File: src/tfp_pkg.sv
// shared types, offsets and a helper function for the tunnel frame parser
`timescale 1ns / 1ps

package tfp_pkg;

   // fixed header offsets from frame start
   localparam logic [15:0] POS_VERSION   = 16'd0;
   localparam logic [15:0] POS_COMMAND   = 16'd1;
   localparam logic [15:0] POS_LEN_HI    = 16'd2;
   localparam logic [15:0] POS_LEN_LO    = 16'd3;
   localparam logic [15:0] POS_SEQ_HI    = 16'd4;
   localparam logic [15:0] POS_SEQ_LO    = 16'd5;
   localparam logic [15:0] POS_HOST_LEN  = 16'd6;
   localparam logic [15:0] POS_HOST_BASE = 16'd7;
   // header length is this plus the host length
   localparam logic [16:0] HDR_FIXED     = 17'd17;
   localparam logic [16:0] HOST_BASE_EXT = 17'd7;

   // field offsets past the host bytes
   localparam logic [3:0] SUB_PORT_HI  = 4'd0;
   localparam logic [3:0] SUB_PORT_LO  = 4'd1;
   localparam logic [3:0] SUB_SESS_3   = 4'd2;
   localparam logic [3:0] SUB_SESS_2   = 4'd3;
   localparam logic [3:0] SUB_SESS_1   = 4'd4;
   localparam logic [3:0] SUB_SESS_0   = 4'd5;
   localparam logic [3:0] SUB_PLEN_HI  = 4'd6;
   localparam logic [3:0] SUB_PLEN_LO  = 4'd7;
   localparam logic [3:0] SUB_CSUM_HI  = 4'd8;
   localparam logic [3:0] SUB_CSUM_LO  = 4'd9;

   typedef enum logic [1:0] {
      CLASS_FIELD   = 2'd0,
      CLASS_HOST    = 2'd1,
      CLASS_PAYLOAD = 2'd2,
      CLASS_TRAIL   = 2'd3
   } byte_class_type;

   typedef struct packed {
      byte_class_type byte_class;
      logic [7:0]     byte_value;
      logic           packet_done;
      logic           checksum_ok;
      logic [7:0]     version;
      logic [7:0]     command;
      logic [15:0]    sequence_res;
      logic [15:0]    port;
      logic [31:0]    session;
      logic [15:0]    payload_length;
      logic [7:0]     host_length;
      logic           length_error;
   } result_type;

   // 16-bit ones' complement add with end-around carry
   function automatic logic [15:0] oc_add(input logic [15:0] a, input logic [15:0] b);
      logic [16:0] s;
      s = {1'b0, a} + {1'b0, b};
      return s[15:0] + {15'd0, s[16]};
   endfunction

endpackage

File: src/tfp_parse.sv
// frame parse state, running checksum and per-byte result logic
`timescale 1ns / 1ps

module tfp_parse (
   input  logic                 clock,
   input  logic                 reset,
   input  logic                 step,
   input  logic [7:0]           byte_in,
   output tfp_pkg::result_type  res
);

   logic [15:0] pos_ff, pos_in;
   logic [15:0] frame_len_ff, frame_len_in;
   logic [7:0]  host_len_ff, host_len_in;
   logic [15:0] sum_ff, sum_in;
   logic [7:0]  pending_ff, pending_in;
   logic [7:0]  version_ff, version_in;
   logic [7:0]  command_ff, command_in;
   logic [15:0] sequence_ff, sequence_in;
   logic [15:0] port_ff, port_in;
   logic [31:0] session_ff, session_in;
   logic [15:0] plen_ff, plen_in;
   logic [15:0] csum_ff, csum_in;

   logic [7:0]  h_cur;
   logic [16:0] pos_ext;
   logic [16:0] host_end;
   logic [16:0] hdr_len;
   logic [16:0] sub_full;
   logic [3:0]  sub;
   logic [16:0] pay_off;
   logic [15:0] len_new;
   logic [15:0] w0;
   logic [15:0] w1;
   logic [7:0]  v;
   logic        is_csum;
   logic        lerr;
   logic [16:0] end_pos;
   logic        done;
   logic [15:0] final_sum;
   tfp_pkg::byte_class_type cls;

   // host length is visible on the same byte that carries it
   assign h_cur    = (pos_ff == tfp_pkg::POS_HOST_LEN) ? byte_in : host_len_ff;
   assign pos_ext  = {1'b0, pos_ff};
   assign host_end = {9'd0, h_cur} + tfp_pkg::HOST_BASE_EXT;
   assign hdr_len  = {9'd0, h_cur} + tfp_pkg::HDR_FIXED;
   assign sub_full = pos_ext - host_end;
   assign sub      = sub_full[3:0];
   assign pay_off  = pos_ext - hdr_len;
   assign len_new  = {frame_len_ff[15:8], byte_in};

   // first-word terms of the sum, trimmed to the total length
   always_comb begin
      if (len_new >= 16'd2) begin
         w0 = {version_ff, command_ff};
      end else if (len_new == 16'd1) begin
         w0 = {version_ff, 8'h00};
      end else begin
         w0 = 16'h0000;
      end
      if (len_new >= 16'd4) begin
         w1 = len_new;
      end else if (len_new == 16'd3) begin
         w1 = {len_new[15:8], 8'h00};
      end else begin
         w1 = 16'h0000;
      end
   end

   // field capture, byte classification and checksum update
   always_comb begin
      frame_len_in = frame_len_ff;
      host_len_in  = host_len_ff;
      sum_in       = sum_ff;
      pending_in   = pending_ff;
      version_in   = version_ff;
      command_in   = command_ff;
      sequence_in  = sequence_ff;
      port_in      = port_ff;
      session_in   = session_ff;
      plen_in      = plen_ff;
      csum_in      = csum_ff;
      cls          = tfp_pkg::CLASS_FIELD;
      is_csum      = 1'b0;
      v            = 8'h00;

      if (pos_ff < tfp_pkg::POS_HOST_BASE) begin
         if (pos_ff == tfp_pkg::POS_VERSION) begin
            version_in = byte_in;
         end else if (pos_ff == tfp_pkg::POS_COMMAND) begin
            command_in = byte_in;
         end else if (pos_ff == tfp_pkg::POS_LEN_HI) begin
            frame_len_in = {byte_in, 8'h00};
         end else if (pos_ff == tfp_pkg::POS_LEN_LO) begin
            frame_len_in = len_new;
            // sum is always zero this early in a frame
            sum_in = tfp_pkg::oc_add(w0, w1);
         end else if (pos_ff == tfp_pkg::POS_SEQ_HI) begin
            sequence_in = {byte_in, sequence_ff[7:0]};
         end else if (pos_ff == tfp_pkg::POS_SEQ_LO) begin
            sequence_in = {sequence_ff[15:8], byte_in};
         end else begin
            host_len_in = byte_in;
         end
      end else if (pos_ext < host_end) begin
         cls = tfp_pkg::CLASS_HOST;
      end else if (pos_ext < hdr_len) begin
         case (sub)
            tfp_pkg::SUB_PORT_HI: port_in = {byte_in, port_ff[7:0]};
            tfp_pkg::SUB_PORT_LO: port_in = {port_ff[15:8], byte_in};
            tfp_pkg::SUB_SESS_3:  session_in = {byte_in, session_ff[23:0]};
            tfp_pkg::SUB_SESS_2:  session_in = {session_ff[31:24], byte_in, session_ff[15:0]};
            tfp_pkg::SUB_SESS_1:  session_in = {session_ff[31:16], byte_in, session_ff[7:0]};
            tfp_pkg::SUB_SESS_0:  session_in = {session_ff[31:8], byte_in};
            tfp_pkg::SUB_PLEN_HI: plen_in = {byte_in, plen_ff[7:0]};
            tfp_pkg::SUB_PLEN_LO: plen_in = {plen_ff[15:8], byte_in};
            tfp_pkg::SUB_CSUM_HI: begin
               csum_in = {byte_in, csum_ff[7:0]};
               is_csum = 1'b1;
            end
            default: begin
               csum_in = {csum_ff[15:8], byte_in};
               is_csum = 1'b1;
            end
         endcase
      end else if (pay_off < {1'b0, plen_ff}) begin
         cls = tfp_pkg::CLASS_PAYLOAD;
      end else begin
         cls = tfp_pkg::CLASS_TRAIL;
      end

      // bytes past the length field go into the sum in high/low pairs
      if (pos_ff >= tfp_pkg::POS_SEQ_HI) begin
         v = (pos_ff < frame_len_ff && !is_csum) ? byte_in : 8'h00;
         if (!pos_ff[0]) begin
            pending_in = v;
         end else begin
            sum_in = tfp_pkg::oc_add(sum_ff, {pending_ff, v});
         end
      end
   end

   // frame end and verdict
   always_comb begin
      lerr      = {1'b0, frame_len_ff} < hdr_len;
      end_pos   = lerr ? (hdr_len - 17'd1) : ({1'b0, frame_len_ff} - 17'd1);
      done      = (pos_ff >= tfp_pkg::POS_HOST_LEN) && (pos_ext == end_pos);
      final_sum = pos_ff[0] ? sum_in : tfp_pkg::oc_add(sum_ff, {v, 8'h00});
      pos_in    = done ? 16'd0 : (pos_ff + 16'd1);
   end

   // result item for the byte at hand
   always_comb begin
      res                = '0;
      res.byte_class     = cls;
      res.byte_value     = byte_in;
      if (done) begin
         res.packet_done    = 1'b1;
         res.checksum_ok    = (~final_sum == csum_in);
         res.version        = version_in;
         res.command        = command_in;
         res.sequence_res   = sequence_in;
         res.port           = port_in;
         res.session        = session_in;
         res.payload_length = plen_in;
         res.host_length    = host_len_in;
         res.length_error   = lerr;
      end
   end

   // parse state
   always_ff @(posedge clock) begin
      if (reset) begin
         pos_ff       <= '0;
         frame_len_ff <= '0;
         host_len_ff  <= '0;
         sum_ff       <= '0;
         pending_ff   <= '0;
         version_ff   <= '0;
         command_ff   <= '0;
         sequence_ff  <= '0;
         port_ff      <= '0;
         session_ff   <= '0;
         plen_ff      <= '0;
         csum_ff      <= '0;
      end else if (step) begin
         pos_ff       <= pos_in;
         frame_len_ff <= frame_len_in;
         host_len_ff  <= host_len_in;
         sum_ff       <= done ? 16'h0000 : sum_in;
         pending_ff   <= done ? 8'h00 : pending_in;
         version_ff   <= version_in;
         command_ff   <= command_in;
         sequence_ff  <= sequence_in;
         port_ff      <= port_in;
         session_ff   <= session_in;
         plen_ff      <= plen_in;
         csum_ff      <= csum_in;
      end
   end

   // a finished frame restarts position and sum
   a_restart: assert property (@(posedge clock) disable iff (reset)
      step && res.packet_done |=> pos_ff == 16'd0 && sum_ff == 16'h0000)
      else $error("frame end did not restart parse state");

   // position advances by one inside a frame
   a_advance: assert property (@(posedge clock) disable iff (reset)
      step && !res.packet_done |=> pos_ff == $past(pos_ff) + 16'd1)
      else $error("byte position skipped");

   // host bytes never overlap the fixed leading fields
   a_host_pos: assert property (@(posedge clock) disable iff (reset)
      step && res.byte_class == tfp_pkg::CLASS_HOST |-> pos_ff >= tfp_pkg::POS_HOST_BASE)
      else $error("host byte inside fixed header");

   // a length error is only reported on a frame end
   a_lerr_done: assert property (@(posedge clock) disable iff (reset)
      res.length_error |-> res.packet_done)
      else $error("length error without frame end");

endmodule

File: src/tunnel_frame_parse_checksum_verify.sv
// top level: request register, frame parser and result register
`timescale 1ns / 1ps

// Tunnel frame parser with ones' complement checksum check. Takes one byte of a
// stream of back-to-back frames per request and gives one result per byte: its
// class and value, and on a frame's last byte the header fields, the checksum
// verdict and the length error flag. Throughput is one byte per clock while
// results are taken; a byte goes through the request register, then the result
// register. The rate is set by the per-byte field capture and one 16-bit
// end-around-carry add, both done in the single stage between the two
// registers. Backpressure on the result side stalls the request side only
// once both registers hold a byte.
module tunnel_frame_parse_checksum_verify (
   input  logic        clock,
   input  logic        reset,
   input  logic        req_valid,
   output logic        req_ready,
   input  logic [7:0]  req_in_byte,
   output logic        rsp_valid,
   input  logic        rsp_ready,
   output logic [1:0]  rsp_byte_class,
   output logic [7:0]  rsp_byte_value,
   output logic        rsp_packet_done,
   output logic        rsp_checksum_ok,
   output logic [7:0]  rsp_version,
   output logic [7:0]  rsp_command,
   output logic [15:0] rsp_sequence_res,
   output logic [15:0] rsp_port,
   output logic [31:0] rsp_session,
   output logic [15:0] rsp_payload_length,
   output logic [7:0]  rsp_host_length,
   output logic        rsp_length_error
);

   logic                in_valid_ff;
   logic [7:0]          in_byte_ff;
   logic                out_valid_ff;
   tfp_pkg::result_type out_res_ff;
   tfp_pkg::result_type parse_res;
   logic                advance;

   // move the held request into the result register when it is free
   assign advance   = in_valid_ff && (!out_valid_ff || rsp_ready);
   assign req_ready = !in_valid_ff || advance;

   // request register
   always_ff @(posedge clock) begin
      if (reset) begin
         in_valid_ff <= 1'b0;
      end else if (req_ready) begin
         in_valid_ff <= req_valid;
      end
      if (req_valid && req_ready) begin
         in_byte_ff <= req_in_byte;
      end
   end

   tfp_parse u_parse (
      .clock   (clock),
      .reset   (reset),
      .step    (advance),
      .byte_in (in_byte_ff),
      .res     (parse_res)
   );

   // result register
   always_ff @(posedge clock) begin
      if (reset) begin
         out_valid_ff <= 1'b0;
      end else if (advance) begin
         out_valid_ff <= 1'b1;
      end else if (rsp_ready) begin
         out_valid_ff <= 1'b0;
      end
      if (advance) begin
         out_res_ff <= parse_res;
      end
   end

   assign rsp_valid          = out_valid_ff;
   assign rsp_byte_class     = out_res_ff.byte_class;
   assign rsp_byte_value     = out_res_ff.byte_value;
   assign rsp_packet_done    = out_res_ff.packet_done;
   assign rsp_checksum_ok    = out_res_ff.checksum_ok;
   assign rsp_version        = out_res_ff.version;
   assign rsp_command        = out_res_ff.command;
   assign rsp_sequence_res   = out_res_ff.sequence_res;
   assign rsp_port           = out_res_ff.port;
   assign rsp_session        = out_res_ff.session;
   assign rsp_payload_length = out_res_ff.payload_length;
   assign rsp_host_length    = out_res_ff.host_length;
   assign rsp_length_error   = out_res_ff.length_error;

   // requests stall only when both stages are full and the result is held
   a_stall_full: assert property (@(posedge clock) disable iff (reset)
      !req_ready |-> in_valid_ff && out_valid_ff && !rsp_ready)
      else $error("request stalled with a free stage");

   // a held request moves on whenever the result side is taking
   a_drain: assert property (@(posedge clock) disable iff (reset)
      in_valid_ff && rsp_ready |=> out_valid_ff)
      else $error("held request not moved to result register");

   // the result register is never left holding a taken result with nothing new
   a_no_repeat: assert property (@(posedge clock) disable iff (reset)
      out_valid_ff && rsp_ready && !in_valid_ff |=> !out_valid_ff)
      else $error("result repeated after it was taken");

endmodule
File: config.mk
export PLATFORM = sky130hd
export DESIGN_NAME = tunnel_frame_parse_checksum_verify
export DESIGN_NICKNAME = d
export VERILOG_FILES = /design/src/tfp_pkg.sv /design/src/tfp_parse.sv /design/src/tunnel_frame_parse_checksum_verify.sv
export SDC_FILE = /design/constraint.sdc
export NUM_CORES = 1
export LEC_CHECK = 0
export ABC_AREA = 1
export BUFFER_PORTS_ARGS = -buffer_cell sky130_fd_sc_hd__buf_2
export CAP_MARGIN = 30
export CORE_ASPECT_RATIO = 2
export CORE_UTILIZATION = 56
export DETAILED_ROUTE_END_ITERATION = 10
export HOLD_SLACK_MARGIN = 0.1
export PLACE_DENSITY = 0.77
export SLEW_MARGIN = 10
export SYNTH_ARGS = -nofsm -noshare
export SYNTH_HDL_FRONTEND = slang
export SYNTH_SLANG_ARGS = --single-unit
File: constraint.sdc
create_clock -name clock -period 8.9 [get_ports clock]
set_input_delay 2.225 -clock clock [delete_from_list [all_inputs] [get_ports clock]]
set_output_delay 2.225 -clock clock [all_outputs]
set_load 0.02 [all_outputs]
==> results.toml <==
[cells_and_area]
fin_cells = 3225
areaGrowthSynthToFinish_pct = 10.3
n_fill_cell = 3190
layout-drive-gt1-share_pct = 16.7
nNetsFinal = 2867
regArea_um2 = 7320
multi_input_area_um2 = 10700
fin_util_pct = 62.7

[setup_path]
cp.arrival_ns = 8.78
critical_path.top_delay_family = "compound AO/OA/AOI/OAI gates"
cp_num_buf_inv = 9
regToRegStartpoint = "u_parse.pos_ff[1]"
reg2regPathDepth = 47
critical_path.max_fanout = 10
required_ns = 9.32
critPathMaxStageDelay_ns = 0.58
cp_slowest_cell = "a2111oi_0"
reg2reg_to = "rsp_checksum_ok"
rrSetupSlack_ns = 0.54
critPathCaptureType = "flop"
crit_top_cell = "nor2_1"
critical_path.startpoint = "u_parse.pos_ff[1]"
worstSetupPathType = "flop to flop"
startpoint_type = "flop"

[timing]
whs_ns = 0.501
slew_headroom_pct = 33.1
fmax_mhz = 120
rsz0062_at_grt = "no"
setup_tns_ns = 0
setup_ws_ns = 0.543
post-route-period-util_pct = 93.9
worst_slew_pin_slew_ns = 0.993
fin_skew_ns = 0.0292
slew_violations = 0
hold_viol_final = 0
fin_crit_ns = 8.36
setup_viol = 0

[logic_synthesis]
synth-seq-area-share_pct = 36.1
synth_top_cell_area_share_pct = 18.5
yosysUniqueCellTypes = 57
synthTopCellsByArea = "edfxtp_1 19%, dfxtp_1 18%, nand2_1 9.3%, inv_1 7.7%, ha_1 6.3%"
yosys_warnings = 0
ys_ff_latch = 303
synthCells = 2639
yosys.area.top_type = "edfxtp_1"
synth_nets = 2758
syn_area_um2 = 20300
syn_avg_cell_area_um2 = 7.68

[floorplanning]
initial_core_util_pct = 56.8
fp.coreArea_um2 = 35700
die_height_um = 271
die_w_um = 137
rows = 98
ioPinCount = 131
dieArea_um2 = 37000

[drt]
drc = 0
drt-initial-drc-count = 1199
wl_met2_um = 37200
wl_met1_um = 22000
first_pass_iters = 5
dr_wl_met3_um = 3890
wire_per_inst_um = 22.5
viasPerCell = 5.67
top_layer = "met4"
ant_nets = 0
num_vias = 18300
wl_um = 72700

[power]
vdd_drop_max_uv = 200
power_leakage_nw = 10.1
power_density_nw_per_um2 = 151

[grt]
grtUsageTotal_pct = 39.7
grt_pass1_vias = 18000
antenna_found_initial = 6
grt_max_degree = 211
grt-ovfl-total = 0
grt_pass1_wl_um = 106000

[placement]
hpwl_um = 55300
port_buffers = 130
place_ws_ns = 0.229
place_congestion = 0.999
place_inst = 3165

[worst_hold_path]
min_from = "u_parse.sequence_ff[10]"
hold_depth = 2
hold_class = "flop to flop"
holdPathEnd = "u_parse.sequence_ff[10]"

[cts]
insertion_delay_ns = 0.60
cts_buffers = 28
clk_path_buf_depth = 3
hold_buffers = 0
cts_tree = "built"
cts_root_buffer = "clkbuf_16"
clk_pin_slew_worst_paths_ns = 0.07
cts_max_level = 1
cts.sinks = 303

[run]
max_cap_violations = 0

[outcome]
outcome = "finished clean"
## metal layers
metal	track usage [%]	vias to the layer above
met5	0	-
met4	44.7	0
met3	6.63	315
met2	71.5	656
met1	33.7	8546
li1	-	8782
## cell usage after synthesis (all sizes together)
cell type / count
nand2: 535
inv: 433
nor2: 291
o21ai: 198
a21oi: 193
dfxtp: 178
nand3: 149
edfxtp: 125
ha: 102
clkbuf: 84
o211ai: 59
xor2: 53
buf: 30
nor3: 26
xnor2: 25
nand3b: 24
nand4: 22
mux2i: 20
o21a: 15
o21bai: 12
or2: 12
a211oi: 9
a31oi: 8
clkinv: 8
nor4: 7
fa: 5
a21o: 3
o221ai: 3
o22ai: 3
o2111ai: 2
a2111oi: 1
a31o: 1
nor3b: 1
o31ai: 1
xnor3: 1
## area by class of cell
type / count / area share [%]
diodes: 5 / 0.0559
well taps: 450 / 2.52
inverters: 441 / 7.43
clock inverters: 20 / 0.934
multi-input cells: 1781 / 47.9
repair buffers: 193 / 5.14
flip-flops and latches: 303 / 32.7
clock buffers: 32 / 3.34
## kinds of logic after synthesis
kind of cell | Yosys count | share of synthesized area [%]
simple gates | 1067 | 27.1
mux | 20 | 0.988
buf+inv | 555 | 11.5
compound gates | 508 | 14.1
xor+xnor | 79 | 3.48
flops | 303 | 36.1
fa+ha+maj | 107 | 6.79
## worst max path at each step
stage	to	cells after the start
after detailed placement	rsp_checksum_ok	55
after floorplan	rsp_checksum_ok	58
after CTS	rsp_checksum_ok	55
final	rsp_checksum_ok	47
after global routing	rsp_checksum_ok	57
after global placement	rsp_checksum_ok	55
## power by group
part	switching (W)	leakage (nW)	internal [W]
combinational	0.000406	6.99	0.000162
sequential	0.0000310	2.67	0.00151
clock	0.000587	0.469	0.000676
## worst register-to-register path, delay by kind of cell (launching register included)
kind	cells	cell delay, ns
simple gates	20	2.55
compound gates	12	2.83
xor+xnor	2	0.31
flops	1	0.38
buf+inv	9	1.09
fa+ha+maj	4	1.04
## through the flow
step           power, W  area, um2
2_1_floorplan   0.00195      20300
3_3_place_gp    0.00211      21300
3_5_place_dp    0.00212      21300
4_1_cts         0.00336      22300
5_1_grt         0.00347      22400
6_report        0.00337      22400
## timing repair
action                                  4_1_cts  5_1_grt
resized for setup                             0       17
endpoints found under the setup margin        0        5
setup buffers                                 0        2
## cells in the final DEF (no fill, tap or decap), types with 9 or more instances in the layout
cell type    n
nor2_1     171
nand2_2     26
inv_1      416
buf_4       59
nand2_1    500
xnor2_1     25
mux2i_1     20
edfxtp_1   125
buf_2      131
nand4_1     20
o21bai_1    11
a211oi_1     9
nor2_4      98
nand3_1    132
ha_1       100
dfxtp_1    177
o21ai_0    188
clkbuf_16   29
nor2_2      21
inv_2       17
nor3_1      23
o211ai_1    59
o21a_1      15
nand3b_1    24
nand3_2     14
xor2_1      53
or2_2       10
a21oi_1    192
(Power assumes the default switching activity.)
